[src/rtl/unix_seconds_to_calendar_assert.svh]
// ----------------------------------------------------------------------------
// Assertion macros for the Unix seconds to calendar converter
// Clocked property checks that are compiled out when SYNTH is defined.
// ----------------------------------------------------------------------------
`ifndef UNIX_SECONDS_TO_CALENDAR_ASSERT_SVH
`define UNIX_SECONDS_TO_CALENDAR_ASSERT_SVH

`ifndef SYNTH
// Check a property on every clock edge outside reset.
`define USTC_ASSERT_CLK(name, prop, msg) \
  name: assert property (@(posedge clk_i) disable iff (!rst_ni) prop) else $error(msg);
// Check a property on every clock edge, reset included.
`define USTC_ASSERT_ALWAYS(name, prop, msg) \
  name: assert property (@(posedge clk_i) prop) else $error(msg);
`else
`define USTC_ASSERT_CLK(name, prop, msg)
`define USTC_ASSERT_ALWAYS(name, prop, msg)
`endif

`endif

[src/rtl/ustc_pkg.sv]
// ----------------------------------------------------------------------------
// ustc_pkg
// Shared widths, constants, step tables and result types of the converter.
// ----------------------------------------------------------------------------
`timescale 1ns / 1ps

package ustc_pkg;

  localparam int unsigned SECS_W = 38;
  localparam int unsigned DAYS_W = 22;
  localparam int unsigned TOD_W  = 17;
  localparam int unsigned YEAR_W = 14;

  localparam logic [SECS_W-1:0] LAST_SECOND  = 38'd253402300799;
  localparam logic [TOD_W-1:0]  SECS_PER_DAY = 17'd86400;
  // Days from 1601-01-01 to 1970-01-01; the walk starts at a 400-year cycle.
  localparam logic [DAYS_W-1:0] DAY_OFFSET   = 22'd134774;
  localparam logic [YEAR_W-1:0] BASE_YEAR    = 14'd1601;

  localparam logic [5:0] DIV_LAST = 6'd37;

  // Year walk step ranges
  localparam logic [3:0] STEP_CENT_LO = 4'd5;
  localparam logic [3:0] STEP_CENT_HI = 4'd6;
  localparam logic [3:0] STEP_QUAD_LO = 4'd7;
  localparam logic [3:0] STEP_QUAD_HI = 4'd11;
  localparam logic [3:0] STEP_YEAR_LO = 4'd12;
  localparam logic [3:0] STEP_YEAR_HI = 4'd13;

  // Hour/minute split step ranges
  localparam logic [3:0] STEP_HOUR_HI = 4'd4;
  localparam logic [3:0] STEP_MIN_HI  = 4'd10;

  typedef struct packed {
    logic [YEAR_W-1:0] year;
    logic [3:0]        month;
    logic [4:0]        day;
  } date_t;

  typedef struct packed {
    logic [4:0] hour;
    logic [5:0] minute;
    logic [5:0] second;
  } hms_t;

  // Day count subtracted at each year walk step: 400, 100, 4 and 1 year
  // cycles, each shifted down one quotient bit at a time.
  function automatic logic [DAYS_W-1:0] year_step_div(input logic [3:0] idx);
    logic [DAYS_W-1:0] v;
    case (idx)
      4'd0:    v = 22'd2337552;
      4'd1:    v = 22'd1168776;
      4'd2:    v = 22'd584388;
      4'd3:    v = 22'd292194;
      4'd4:    v = 22'd146097;
      4'd5:    v = 22'd73048;
      4'd6:    v = 22'd36524;
      4'd7:    v = 22'd23376;
      4'd8:    v = 22'd11688;
      4'd9:    v = 22'd5844;
      4'd10:   v = 22'd2922;
      4'd11:   v = 22'd1461;
      4'd12:   v = 22'd730;
      4'd13:   v = 22'd365;
      default: v = '0;
    endcase
    return v;
  endfunction

  function automatic logic [YEAR_W-1:0] year_step_yrs(input logic [3:0] idx);
    logic [YEAR_W-1:0] v;
    case (idx)
      4'd0:    v = 14'd6400;
      4'd1:    v = 14'd3200;
      4'd2:    v = 14'd1600;
      4'd3:    v = 14'd800;
      4'd4:    v = 14'd400;
      4'd5:    v = 14'd200;
      4'd6:    v = 14'd100;
      4'd7:    v = 14'd64;
      4'd8:    v = 14'd32;
      4'd9:    v = 14'd16;
      4'd10:   v = 14'd8;
      4'd11:   v = 14'd4;
      4'd12:   v = 14'd2;
      4'd13:   v = 14'd1;
      default: v = '0;
    endcase
    return v;
  endfunction

  // Seconds subtracted at each hour and minute quotient bit.
  function automatic logic [TOD_W-1:0] hms_step_div(input logic [3:0] idx);
    logic [TOD_W-1:0] v;
    case (idx)
      4'd0:    v = 17'd57600;
      4'd1:    v = 17'd28800;
      4'd2:    v = 17'd14400;
      4'd3:    v = 17'd7200;
      4'd4:    v = 17'd3600;
      4'd5:    v = 17'd1920;
      4'd6:    v = 17'd960;
      4'd7:    v = 17'd480;
      4'd8:    v = 17'd240;
      4'd9:    v = 17'd120;
      4'd10:   v = 17'd60;
      default: v = '0;
    endcase
    return v;
  endfunction

  function automatic logic [4:0] month_days(input logic [3:0] month, input logic leap);
    logic [4:0] v;
    case (month) inside
      4'd1, 4'd3, 4'd5, 4'd7, 4'd8, 4'd10, 4'd12: v = 5'd31;
      4'd4, 4'd6, 4'd9, 4'd11:                    v = 5'd30;
      4'd2:                                       v = leap ? 5'd29 : 5'd28;
      default:                                    v = '0;
    endcase
    return v;
  endfunction

endpackage

[src/rtl/unix_seconds_to_calendar.sv]
// ----------------------------------------------------------------------------
// unix_seconds_to_calendar
// Flow from accepted word to result valid: a serial divide by 86400, a
// hand-off, a 14-step year walk, a walk through the months (1 to 12),
// then a collect step and the load of the output register.
// One word at a time: the next word is taken once the result sits in the
// output register, which waits out any output stall. Reset clears all
// control and valids.
// ----------------------------------------------------------------------------
`timescale 1ns / 1ps

module unix_seconds_to_calendar import ustc_pkg::*; (
  input  logic        clk_i,
  input  logic        rst_ni,
  input  logic        s_axis_tvalid,
  output logic        s_axis_tready,
  input  logic [39:0] s_axis_tdata,   // [37:0] epoch_seconds
  output logic        m_axis_tvalid,
  input  logic        m_axis_tready,
  output logic [39:0] m_axis_tdata,   // [13:0] year, [17:14] month,
                                      // [22:18] day_of_month, [27:23] hour,
                                      // [33:28] minute, [39:34] second
  output logic        m_axis_tuser    // [0] not_set
);

  `include "unix_seconds_to_calendar_assert.svh"

  typedef enum logic [3:0] {
    ST_IDLE = 4'b0001,
    ST_DAY  = 4'b0010,
    ST_CAL  = 4'b0100,
    ST_HOLD = 4'b1000
  } top_state_e;

  top_state_e        state_q, state_d;
  logic              zero_q, zero_d;
  logic              date_seen_q, date_seen_d;
  logic              hms_seen_q, hms_seen_d;
  logic              out_valid_q, out_valid_d;
  logic              out_zero_q;
  date_t             out_date_q;
  hms_t              out_hms_q;

  logic [SECS_W-1:0] secs_in, secs_clamp;
  logic              accept, load;
  logic              day_done, date_done, hms_done;
  logic [DAYS_W-1:0] days;
  logic [TOD_W-1:0]  tod;
  date_t             date;
  hms_t              hms;

  assign secs_in    = s_axis_tdata[SECS_W-1:0];
  assign secs_clamp = (secs_in > LAST_SECOND) ? LAST_SECOND : secs_in;
  assign accept     = s_axis_tvalid && s_axis_tready;
  assign load       = (state_q == ST_HOLD) && (!out_valid_q || m_axis_tready);

  ustc_day_div u_day_div (
    .clk_i   (clk_i),
    .rst_ni  (rst_ni),
    .start_i (accept),
    .secs_i  (secs_clamp),
    .done_o  (day_done),
    .days_o  (days),
    .tod_o   (tod)
  );

  ustc_date_walk u_date_walk (
    .clk_i   (clk_i),
    .rst_ni  (rst_ni),
    .start_i (day_done),
    .days_i  (days),
    .done_o  (date_done),
    .date_o  (date)
  );

  ustc_hms_split u_hms_split (
    .clk_i   (clk_i),
    .rst_ni  (rst_ni),
    .start_i (day_done),
    .tod_i   (tod),
    .done_o  (hms_done),
    .hms_o   (hms)
  );

  always_comb begin
    state_d     = state_q;
    zero_d      = zero_q;
    date_seen_d = date_seen_q;
    hms_seen_d  = hms_seen_q;
    out_valid_d = out_valid_q;
    if (m_axis_tready) begin
      out_valid_d = 1'b0;
    end
    case (state_q)
      ST_IDLE: begin
        if (accept) begin
          zero_d  = (secs_in == '0);
          state_d = ST_DAY;
        end
      end
      ST_DAY: begin
        if (day_done) begin
          date_seen_d = 1'b0;
          hms_seen_d  = 1'b0;
          state_d     = ST_CAL;
        end
      end
      ST_CAL: begin
        date_seen_d = date_seen_q || date_done;
        hms_seen_d  = hms_seen_q || hms_done;
        if (date_seen_d && hms_seen_d) begin
          state_d = ST_HOLD;
        end
      end
      ST_HOLD: begin
        // wait for the output register to free up
        if (load) begin
          out_valid_d = 1'b1;
          state_d     = ST_IDLE;
        end
      end
      default: state_d = ST_IDLE;
    endcase
  end

  always_ff @(posedge clk_i or negedge rst_ni) begin
    if (!rst_ni) begin
      state_q     <= ST_IDLE;
      zero_q      <= 1'b0;
      date_seen_q <= 1'b0;
      hms_seen_q  <= 1'b0;
      out_valid_q <= 1'b0;
    end else begin
      state_q     <= state_d;
      zero_q      <= zero_d;
      date_seen_q <= date_seen_d;
      hms_seen_q  <= hms_seen_d;
      out_valid_q <= out_valid_d;
    end
  end

  always_ff @(posedge clk_i) begin
    if (load) begin
      out_zero_q <= zero_q;
      out_date_q <= zero_q ? '0 : date;
      out_hms_q  <= zero_q ? '0 : hms;
    end
  end

  assign s_axis_tready = (state_q == ST_IDLE);
  assign m_axis_tvalid = out_valid_q;
  assign m_axis_tuser  = out_zero_q;
  assign m_axis_tdata  = {out_hms_q.second, out_hms_q.minute, out_hms_q.hour,
                          out_date_q.day, out_date_q.month, out_date_q.year};

  `USTC_ASSERT_CLK(a_busy_after_accept, accept |=> !s_axis_tready,
                   "ready high right after accept")
  `USTC_ASSERT_CLK(a_not_set_zero,
                   (m_axis_tvalid && m_axis_tuser) |-> (m_axis_tdata == '0),
                   "not-set word carries nonzero fields")
  `USTC_ASSERT_CLK(a_date_range,
                   (m_axis_tvalid && !m_axis_tuser) |->
                   (out_date_q.month != 4'd0 && out_date_q.month <= 4'd12 &&
                    out_date_q.day != 5'd0 && out_hms_q.hour <= 5'd23),
                   "calendar field out of range")
  `USTC_ASSERT_ALWAYS(a_reset_quiet, !rst_ni |=> !m_axis_tvalid, "output valid after reset")

endmodule

[src/rtl/ustc_day_div.sv]
// ----------------------------------------------------------------------------
// ustc_day_div
// Bit-serial restoring divide of the seconds count by 86400: whole days
// and seconds of the day, one quotient bit per cycle.
// ----------------------------------------------------------------------------
`timescale 1ns / 1ps

module ustc_day_div import ustc_pkg::*; (
  input  logic              clk_i,
  input  logic              rst_ni,
  input  logic              start_i,
  input  logic [SECS_W-1:0] secs_i,
  output logic              done_o,
  output logic [DAYS_W-1:0] days_o,
  output logic [TOD_W-1:0]  tod_o
);

  logic              busy_q, busy_d;
  logic              done_q, done_d;
  logic [5:0]        cnt_q, cnt_d;
  logic [SECS_W-1:0] sh_q, sh_d;
  logic [TOD_W-1:0]  rem_q, rem_d;
  logic [TOD_W:0]    trial, diff;
  logic              ge;

  assign trial = {rem_q, sh_q[SECS_W-1]};
  assign ge    = trial >= {1'b0, SECS_PER_DAY};
  assign diff  = trial - {1'b0, SECS_PER_DAY};

  always_comb begin
    busy_d = busy_q;
    done_d = 1'b0;
    cnt_d  = cnt_q;
    sh_d   = sh_q;
    rem_d  = rem_q;
    if (busy_q) begin
      // quotient bits shift in behind the dividend
      rem_d = ge ? diff[TOD_W-1:0] : trial[TOD_W-1:0];
      sh_d  = {sh_q[SECS_W-2:0], ge};
      if (cnt_q == DIV_LAST) begin
        busy_d = 1'b0;
        done_d = 1'b1;
      end else begin
        cnt_d = cnt_q + 6'd1;
      end
    end else if (start_i) begin
      busy_d = 1'b1;
      cnt_d  = '0;
      sh_d   = secs_i;
      rem_d  = '0;
    end
  end

  always_ff @(posedge clk_i or negedge rst_ni) begin
    if (!rst_ni) begin
      busy_q <= 1'b0;
      done_q <= 1'b0;
      cnt_q  <= '0;
    end else begin
      busy_q <= busy_d;
      done_q <= done_d;
      cnt_q  <= cnt_d;
    end
  end

  always_ff @(posedge clk_i) begin
    sh_q  <= sh_d;
    rem_q <= rem_d;
  end

  assign done_o = done_q;
  assign days_o = sh_q[DAYS_W-1:0];
  assign tod_o  = rem_q;

endmodule

[src/rtl/ustc_hms_split.sv]
// ----------------------------------------------------------------------------
// ustc_hms_split
// Splits seconds of the day into hour, minute and second with a
// bit-serial divide by 3600 and then by 60.
// ----------------------------------------------------------------------------
`timescale 1ns / 1ps

module ustc_hms_split import ustc_pkg::*; (
  input  logic             clk_i,
  input  logic             rst_ni,
  input  logic             start_i,
  input  logic [TOD_W-1:0] tod_i,
  output logic             done_o,
  output hms_t             hms_o
);

  logic             busy_q, busy_d;
  logic             done_q, done_d;
  logic [3:0]       step_q, step_d;
  logic [TOD_W-1:0] r_q, r_d;
  logic [4:0]       hour_q, hour_d;
  logic [5:0]       min_q, min_d;
  logic [TOD_W-1:0] div;
  logic             ge;

  assign div = hms_step_div(step_q);
  assign ge  = r_q >= div;

  always_comb begin
    busy_d = busy_q;
    done_d = 1'b0;
    step_d = step_q;
    r_d    = r_q;
    hour_d = hour_q;
    min_d  = min_q;
    if (busy_q) begin
      if (ge) begin
        r_d = r_q - div;
      end
      if (step_q <= STEP_HOUR_HI) begin
        hour_d = {hour_q[3:0], ge};
      end else begin
        min_d = {min_q[4:0], ge};
      end
      if (step_q == STEP_MIN_HI) begin
        busy_d = 1'b0;
        done_d = 1'b1;
      end else begin
        step_d = step_q + 4'd1;
      end
    end else if (start_i) begin
      busy_d = 1'b1;
      step_d = '0;
      r_d    = tod_i;
      hour_d = '0;
      min_d  = '0;
    end
  end

  always_ff @(posedge clk_i or negedge rst_ni) begin
    if (!rst_ni) begin
      busy_q <= 1'b0;
      done_q <= 1'b0;
      step_q <= '0;
    end else begin
      busy_q <= busy_d;
      done_q <= done_d;
      step_q <= step_d;
    end
  end

  always_ff @(posedge clk_i) begin
    r_q    <= r_d;
    hour_q <= hour_d;
    min_q  <= min_d;
  end

  assign done_o       = done_q;
  assign hms_o.hour   = hour_q;
  assign hms_o.minute = min_q;
  assign hms_o.second = r_q[5:0];

endmodule

[src/rtl/ustc_date_walk.sv]
// ----------------------------------------------------------------------------
// ustc_date_walk
// Walks a day count down through 400, 100, 4 and 1 year cycles, one
// quotient bit per cycle, then through the months one per cycle.
// ----------------------------------------------------------------------------
`timescale 1ns / 1ps

module ustc_date_walk import ustc_pkg::*; (
  input  logic              clk_i,
  input  logic              rst_ni,
  input  logic              start_i,
  input  logic [DAYS_W-1:0] days_i,
  output logic              done_o,
  output date_t             date_o
);

  typedef enum logic [2:0] {
    W_IDLE  = 3'b001,
    W_YEAR  = 3'b010,
    W_MONTH = 3'b100
  } walk_state_e;

  walk_state_e       state_q, state_d;
  logic              done_q, done_d;
  logic [3:0]        step_q, step_d;
  logic [DAYS_W-1:0] r_q, r_d;
  logic [YEAR_W-1:0] year_q, year_d;
  logic [1:0]        cent_q, cent_d;
  logic [4:0]        quad_q, quad_d;
  logic [1:0]        yr_q, yr_d;
  logic [3:0]        month_q, month_d;
  logic [4:0]        day_q, day_d;

  logic [DAYS_W-1:0] div;
  logic              ge;
  logic              leap;
  logic [DAYS_W-1:0] md_ext;
  logic              fits;

  assign div    = year_step_div(step_q);
  assign ge     = r_q >= div;
  // Last year of a 4-year group is leap, except a century year outside
  // the last century of the 400-year cycle.
  assign leap   = (yr_q == 2'd3) && ((quad_q != 5'd24) || (cent_q == 2'd3));
  assign md_ext = {{(DAYS_W-5){1'b0}}, month_days(month_q, leap)};
  assign fits   = r_q < md_ext;

  always_comb begin
    state_d = state_q;
    done_d  = 1'b0;
    step_d  = step_q;
    r_d     = r_q;
    year_d  = year_q;
    cent_d  = cent_q;
    quad_d  = quad_q;
    yr_d    = yr_q;
    month_d = month_q;
    day_d   = day_q;
    case (state_q)
      W_IDLE: begin
        if (start_i) begin
          r_d     = days_i + DAY_OFFSET;
          year_d  = BASE_YEAR;
          step_d  = '0;
          cent_d  = '0;
          quad_d  = '0;
          yr_d    = '0;
          state_d = W_YEAR;
        end
      end
      W_YEAR: begin
        if (ge) begin
          r_d    = r_q - div;
          year_d = year_q + year_step_yrs(step_q);
        end
        case (step_q) inside
          [STEP_CENT_LO:STEP_CENT_HI]: cent_d = {cent_q[0], ge};
          [STEP_QUAD_LO:STEP_QUAD_HI]: quad_d = {quad_q[3:0], ge};
          [STEP_YEAR_LO:STEP_YEAR_HI]: yr_d   = {yr_q[0], ge};
          default: ;
        endcase
        if (step_q == STEP_YEAR_HI) begin
          month_d = 4'd1;
          state_d = W_MONTH;
        end else begin
          step_d = step_q + 4'd1;
        end
      end
      W_MONTH: begin
        if (fits) begin
          day_d   = r_q[4:0] + 5'd1;
          done_d  = 1'b1;
          state_d = W_IDLE;
        end else begin
          r_d     = r_q - md_ext;
          month_d = month_q + 4'd1;
        end
      end
      default: state_d = W_IDLE;
    endcase
  end

  always_ff @(posedge clk_i or negedge rst_ni) begin
    if (!rst_ni) begin
      state_q <= W_IDLE;
      done_q  <= 1'b0;
      step_q  <= '0;
    end else begin
      state_q <= state_d;
      done_q  <= done_d;
      step_q  <= step_d;
    end
  end

  always_ff @(posedge clk_i) begin
    r_q     <= r_d;
    year_q  <= year_d;
    cent_q  <= cent_d;
    quad_q  <= quad_d;
    yr_q    <= yr_d;
    month_q <= month_d;
    day_q   <= day_d;
  end

  assign done_o       = done_q;
  assign date_o.year  = year_q;
  assign date_o.month = month_q;
  assign date_o.day   = day_q;

endmodule
[config.mk]
export PLATFORM = sky130hd
export DESIGN_NAME = unix_seconds_to_calendar
export DESIGN_NICKNAME = d
export VERILOG_FILES = /design/src/rtl/ustc_pkg.sv /design/src/rtl/unix_seconds_to_calendar.sv /design/src/rtl/ustc_day_div.sv /design/src/rtl/ustc_hms_split.sv /design/src/rtl/ustc_date_walk.sv
export VERILOG_INCLUDE_DIRS = /design/src /design/src/rtl
export SDC_FILE = /design/constraint.sdc
export NUM_CORES = 1
export LEC_CHECK = 0
export BUFFER_PORTS_ARGS = -buffer_cell sky130_fd_sc_hd__buf_2
export CAP_MARGIN = 20
export CORE_MARGIN = 3
export CORE_UTILIZATION = 45
export CTS_BUF_LIST = sky130_fd_sc_hd__clkbuf_4
export DETAILED_ROUTE_END_ITERATION = 10
export PLACE_DENSITY = 0.7
export SETUP_SLACK_MARGIN = 0.5
export SLEW_MARGIN = 15
export SYNTH_ARGS = -nofsm -noshare
export SYNTH_HDL_FRONTEND = slang
export SYNTH_SLANG_ARGS = --single-unit
[constraint.sdc]
create_clock -name clk_i -period 5.35 [get_ports clk_i]
set_input_delay 1.07 -clock clk_i [delete_from_list [all_inputs] [get_ports clk_i]]
set_output_delay 1.07 -clock clk_i [all_outputs]
set_load 0.02 [all_outputs]
# == After elaboration in Yosys (flattened, before gate mapping) ==
# Memory sizes are Yosys's and may differ from the RTL's.
# Index checks and enable logic that the tools add are counted.
# totals
register_bits,208
latchBits,0
ram_bits,0
romBits,784
inputBits,44
wordCells,218
memories,3
# mem_list
name,depth,width,rd,rd_clocked_by_memory_dff,write_ports,line_no,text
(name not given),16,22,1,0,0,ustc_pkg.sv:50,case (idx)
(name not given),16,14,1,0,0,ustc_pkg.sv:95,case (idx)
(name not given),16,13,1,0,0,ustc_pkg.sv:72,case (idx)
# classes
n_addsub,11
multipliers,0
div_mod_pow,0
magnitude_cmp,12
eq_ne,45
shift,0
mux,76
n_bitwise,0
n_reduce_logical,38
# ops
operator,count
2-to-1 mux 38 bit,3
2-to-1 mux 17 bit,6
2-to-1 mux 22 bit,3
one-hot mux 22 bit (3 select lines),1
2-to-1 mux 14 bit,4
2-to-1 mux 4 bit,10
2-to-1 mux 5 bit,8
> comparator 38 bit (second input constant),1
zero test 38 bit,1
2-to-1 mux 6 bit,6
equality test 4 bit (second input constant),8
one-hot mux 14 bit (2 select lines),1
inequality test 2 bit (second input constant),12
adder 22 x 18 -> 22 bit (second input constant),1
greater-or-equal comparator 22 bit,1
< comparator 22 x 5 -> 1 bit,1
subtractor 22 bit,1
subtractor 22 x 5 -> 22 bit,1
equality test 4 x 3 -> 1 bit (second input constant),5
greater-or-equal comparator 18 x 17 -> 1 bit (second input constant),1
greater-or-equal comparator 17 bit,1
2-to-1 mux 1 bit,17
subtractor 17 bit,1
subtractor 17 bit (second input constant),1
36 further kinds,87

# == Longest topological paths before layout ==
# depth
depth_word,10
ltp_mapped,17
depth_no_buf,15

# == Cells and area by module ==
# A second synthesis with hierarchy kept.
# unflattened
cells_unflattened,1389
hier_area_um2,13940.9
# modules_own_cells
module,n_inst,cells_per_inst,area_each_um2,seq_area_each_um2
ustc_date_walk,1,703,5905.7,1823.0
ustc_day_div,1,249,3260.6,1851.8
ustc_hms_split,1,248,2458.6,991.0
unix_seconds_to_calendar,1,189,2316.0,1432.6

# == Worst setup path after synthesis ==
# OpenSTA, ideal clock, no wires.
# synth_path
kind,flip-flop to flip-flop
from,register u_date_walk.step_q[1]
to,register u_date_walk.r_q[0] (enable)
setup_time_ns,0.382
arrival_ns,3.713
t_required_ns,4.968
slack_ns,1.255
stages_incl_launch_ff,18
period_less_slack_ns,4.095
cell_sequence,dfrtp_1 > clkbuf_1 > inv_1 > ha_1 > clkbuf_1 > nand2_1 > o21ai_0 > a22o_1 > ha_1 > inv_1 > fa_1 > a211oi_1 > nor2_1 > o31ai_1 > a21oi_1 > o21ai_0 > a21boi_0 > o31a_1
# synth_between
elab_chain_cells,4
# synth_rtl
item,line_no,text
from (decl),ustc_date_walk.sv:25,"logic [3:0] step_q, step_d;"
from (signal assigned),ustc_date_walk.sv:111,step_q <= step_d;
memory read (16 x 22 bit),--,
greater-or-equal comparator 22 bit,ustc_date_walk.sv:41,assign ge = r_q >= div;
inequality test 2 x 1 -> 1 bit (no line),--,
AND reduction 4 bit (no line),--,
to (signal assigned),ustc_date_walk.sv:116,r_q <= r_d;
to (decl),ustc_date_walk.sv:26,"logic [DAYS_W-1:0] r_q, r_d;"
# No other way between the ends.
# A chain may end at the register's enable or synchronous reset.

# == Worst setup path after layout ==
# layout_path
from,register u_date_walk.step_q[0]
to,register u_date_walk.r_q[11] (enable)
# The elaborated chain is that of the path after synthesis.

==> impl_metrics.csv <==
group,metric,value,unit
layout,nNetsFinal,1517,
place,gp_congestion,0.921,
sta,setup_violations,0,
sta,setup-tns-final,0,ns
sta,final-hold-violation-count,0,
setup_path,r2r_start,"u_date_walk.step_q[0]",
cts,cts_tree,"yes",
drt,drtPass1Iterations,6,
layout,final_area,14500,sq um
job,cap_violations,0,
floorplan,die_w,176,um
floorplan,dieHeight,176,um
sta,min_period,4.53,ns
drt,drt_wl_total,30.9,mm
drt,drc,0,
setup_path,cp.arrival,4.87,ns
setup_path,r2r_end,"u_date_walk.r_q[11]",
drt,dr.first_iter.drc_count,931,
yosys,ys_ff_latch,208,
power,ir_drop,0.256,mV
yosys,synth_area_per_cell,10.1,sq um
hold_path,hp-class,"primary input to async pin",
setup_path,crit_type,"flop to flop",
cts,cts_setup_buffers,0,
setup_path,rr_worst_depth,16,
global_route,overflow,0,
global_route,antenna_found_initial,1,
global_route,grt_pass1_wl,50.8,mm
yosys,netlist_instances,1286,
floorplan,io_pins,87,
setup_path,end_kind,"flop",
global_route,grt_pass1_vias,9977,
cts,htreeDepth,2,
setup_path,startpoint,"u_date_walk.step_q[0]",
layout,final_common_cell,"edfxtp_1",
cts,cts_buffers,55,
cts,hold_buffers,0,
drt,viasPerCell,5.67,
yosys,ys_dominant_reg_cell,"edfxtp_1",
cts,clock-sinks,208,
global_route,grt.total_usage,20.0,%
setup_path,rrSetupSlack,0.82,ns
floorplan,initial_core_util,46.1,%
floorplan,die-area,30900,sq um
cts,clk_latency,0.66,ns
setup_path,cp_max_fo,22,
cts,cts.repair.resized,0,
layout,fillers,2633,
floorplan,core-area,28100,sq um
place,dp.final_hpwl,22.1,mm
status,status,"completed",
layout,final_cell_mix,"178 x edfxtp_1, 115 x nor2_1, 111 x nand2_1, 85 x clkbuf_4",
setup_path,crit_required,5.69,ns
yosys,yosys_warnings,0,
cts,clockBufferDepth,3,
yosys,async_reset_ff_share,14.4,%
setup_path,start_kind,"flop",
power,leakagePower,5.73,nW
yosys,seq_area_frac_synth,47.1,%
place,io_buffer_count,84,
drt,routedWlPerCell,17.0,um
place,place_area,13800,sq um
cts,clkTransAtPathRegs,0.07,ns
drt,num_vias,10300,
layout,area_growth,12.0,%
sta,max_freq,0.221,GHz
cts,cts_root_buf,"clkbuf_4",
yosys,syn-num-nets,1409,
sta,rsz0062_at_grt,"no",
layout,drive_gt1_share,15.6,%
sta,hold_slack,0.476,ns
sta,relSlewSlack,31.5,%
floorplan,placementRows,61,
power,p_per_area,369,nW/um^2
layout,utilization,51.7,%
yosys,yosysUniqueCellTypes,70,
global_route,grt_max_degree,42,
yosys,synth_edf_count,178,
sta,drv_slew,0,
drt,drtAntennaViolNets,0,
yosys,netlist_area,13000,sq um
sta,worst_pin_slew,1.02,ns
sta,final.period_utilization,84.8,%
sta,fin_worst_skew,0.0458,ns
==> per-stage QoR <==
stage	total power [mW]	setup slack [ns]	std cells
after floorplan	3.58	1.25	1286
after global placement	3.94	0.930	1715
after detailed placement	4.00	0.913	1715
after CTS	5.40	0.857	1817
after global routing	5.73	0.533	1819
final	5.36	0.815	1819
==> how the worst max path moves through the flow <==
stage / to / slack, ns / cells after the start
after global routing: u_date_walk.r_q[13] / 0.53 / 16
after global placement: u_date_walk.r_q[14] / 0.93 / 16
after CTS: u_date_walk.r_q[11] / 0.86 / 13
after detailed placement: u_date_walk.r_q[14] / 0.91 / 13
final: u_date_walk.r_q[11] / 0.82 / 16
after floorplan: u_date_walk.r_q[0] / 1.25 / 17
==> where the power goes <==
| part | total [mW] | internal, mW | leakage [nW] | switching [mW] |
|---|---|---|---|---|
| Clock | 1.38 | 0.724 | 0.425 | 0.654 |
| Sequential | 2.51 | 2.22 | 2.07 | 0.291 |
| Combinational | 1.47 | 0.652 | 3.23 | 0.822 |
| Total | 5.36 | 3.59 | 5.73 | 1.77 |
==> logic make-up after synthesis <==
family	count (synthesis)	synth area share, %
buf+inv	104	3.07
xor+xnor	79	5.34
compound gates	322	16.8
simple gates	476	18.4
flops	208	47.1
mux	18	1.48
fa+ha+maj	79	7.86
==> critical path: stages, from the launching register on <==
cell	delay, ns
dfrtp_1	0.42
inv_1	0.25
ha_1	0.35
inv_1	0.08
o21ai_0	0.20
a22o_1	0.20
ha_1	0.17
inv_1	0.05
fa_1	0.42
a211oi_1	0.23
nor2_1	0.11
o31ai_1	0.37
a21oi_1	0.30
o21ai_0	0.27
a21boi_0	0.23
o31a_1	0.29
buf_4	0.25
==> sequential cells by signal, summed over array words and instances (netlist names), 2 cells and up <==
signal,cells
u_hms_split.min_q,6
u_day_div.tod_o,17
state_q,4
u_date_walk.day_q,5
u_date_walk.r_q,22
u_date_walk.month_q,4
u_date_walk.cent_q,2
u_date_walk.quad_q,5
u_date_walk.step_q,4
u_day_div.cnt_q,6
m_axis_tdata,40
u_date_walk.yr_q,2
u_hms_split.r_q,17
u_date_walk.year_q,14
u_hms_split.step_q,4
u_hms_split.hour_q,5
u_date_walk.state_q,3
u_day_div.sh_q,38
==> synthesized netlist by cell type (all sizes together), types with 20 or more instances <==
cell type	number	share of area, %
nand3	33	1.3
inv	51	1.5
clkbuf	48	1.4
nor3	27	1.0
o21ai	62	2.4
nand2b	20	0.97
xor2	41	2.8
xnor2	38	2.6
edfxtp	178	41
a21oi	86	3.3
and2	27	1.3
nor2b	51	2.5
nand2	112	3.2
dfrtp	28	5.4
ha	75	7.2
o22a	20	1.4
nor2	115	3.3
==> final cells by class <==
| class | instances | area, sq um | share of cell area [%] |
|---|---|---|---|
| repair buffers | 101 | 548 | 3.78 |
| multi-input cells | 974 | 6480 | 44.6 |
| clock buffers | 85 | 638 | 4.40 |
| clock inverters | 17 | 71.3 | 0.491 |
| flip-flops and latches | 208 | 6100 | 42.0 |
| diodes | 2 | 5.00 | 0.0345 |
| well taps | 378 | 473 | 3.26 |
| inverters | 54 | 203 | 1.40 |
==> routing by layer <==
| layer | part of all wire [%] | global-route usage [%] | wire, um | up-vias |
|---|---|---|---|---|
| li1 | - | - | - | 5036 |
| met1 | 47 | 29.2 | 14400 | 4855 |
| met2 | 43 | 29.4 | 13200 | 362 |
| met3 | 8.0 | 4.45 | 2480 | 68 |
| met4 | 2.5 | 7.09 | 779 | 0 |
| met5 | 0 | 0 | 0 | - |
No activity file was read; power rests on OpenSTA's default activity.
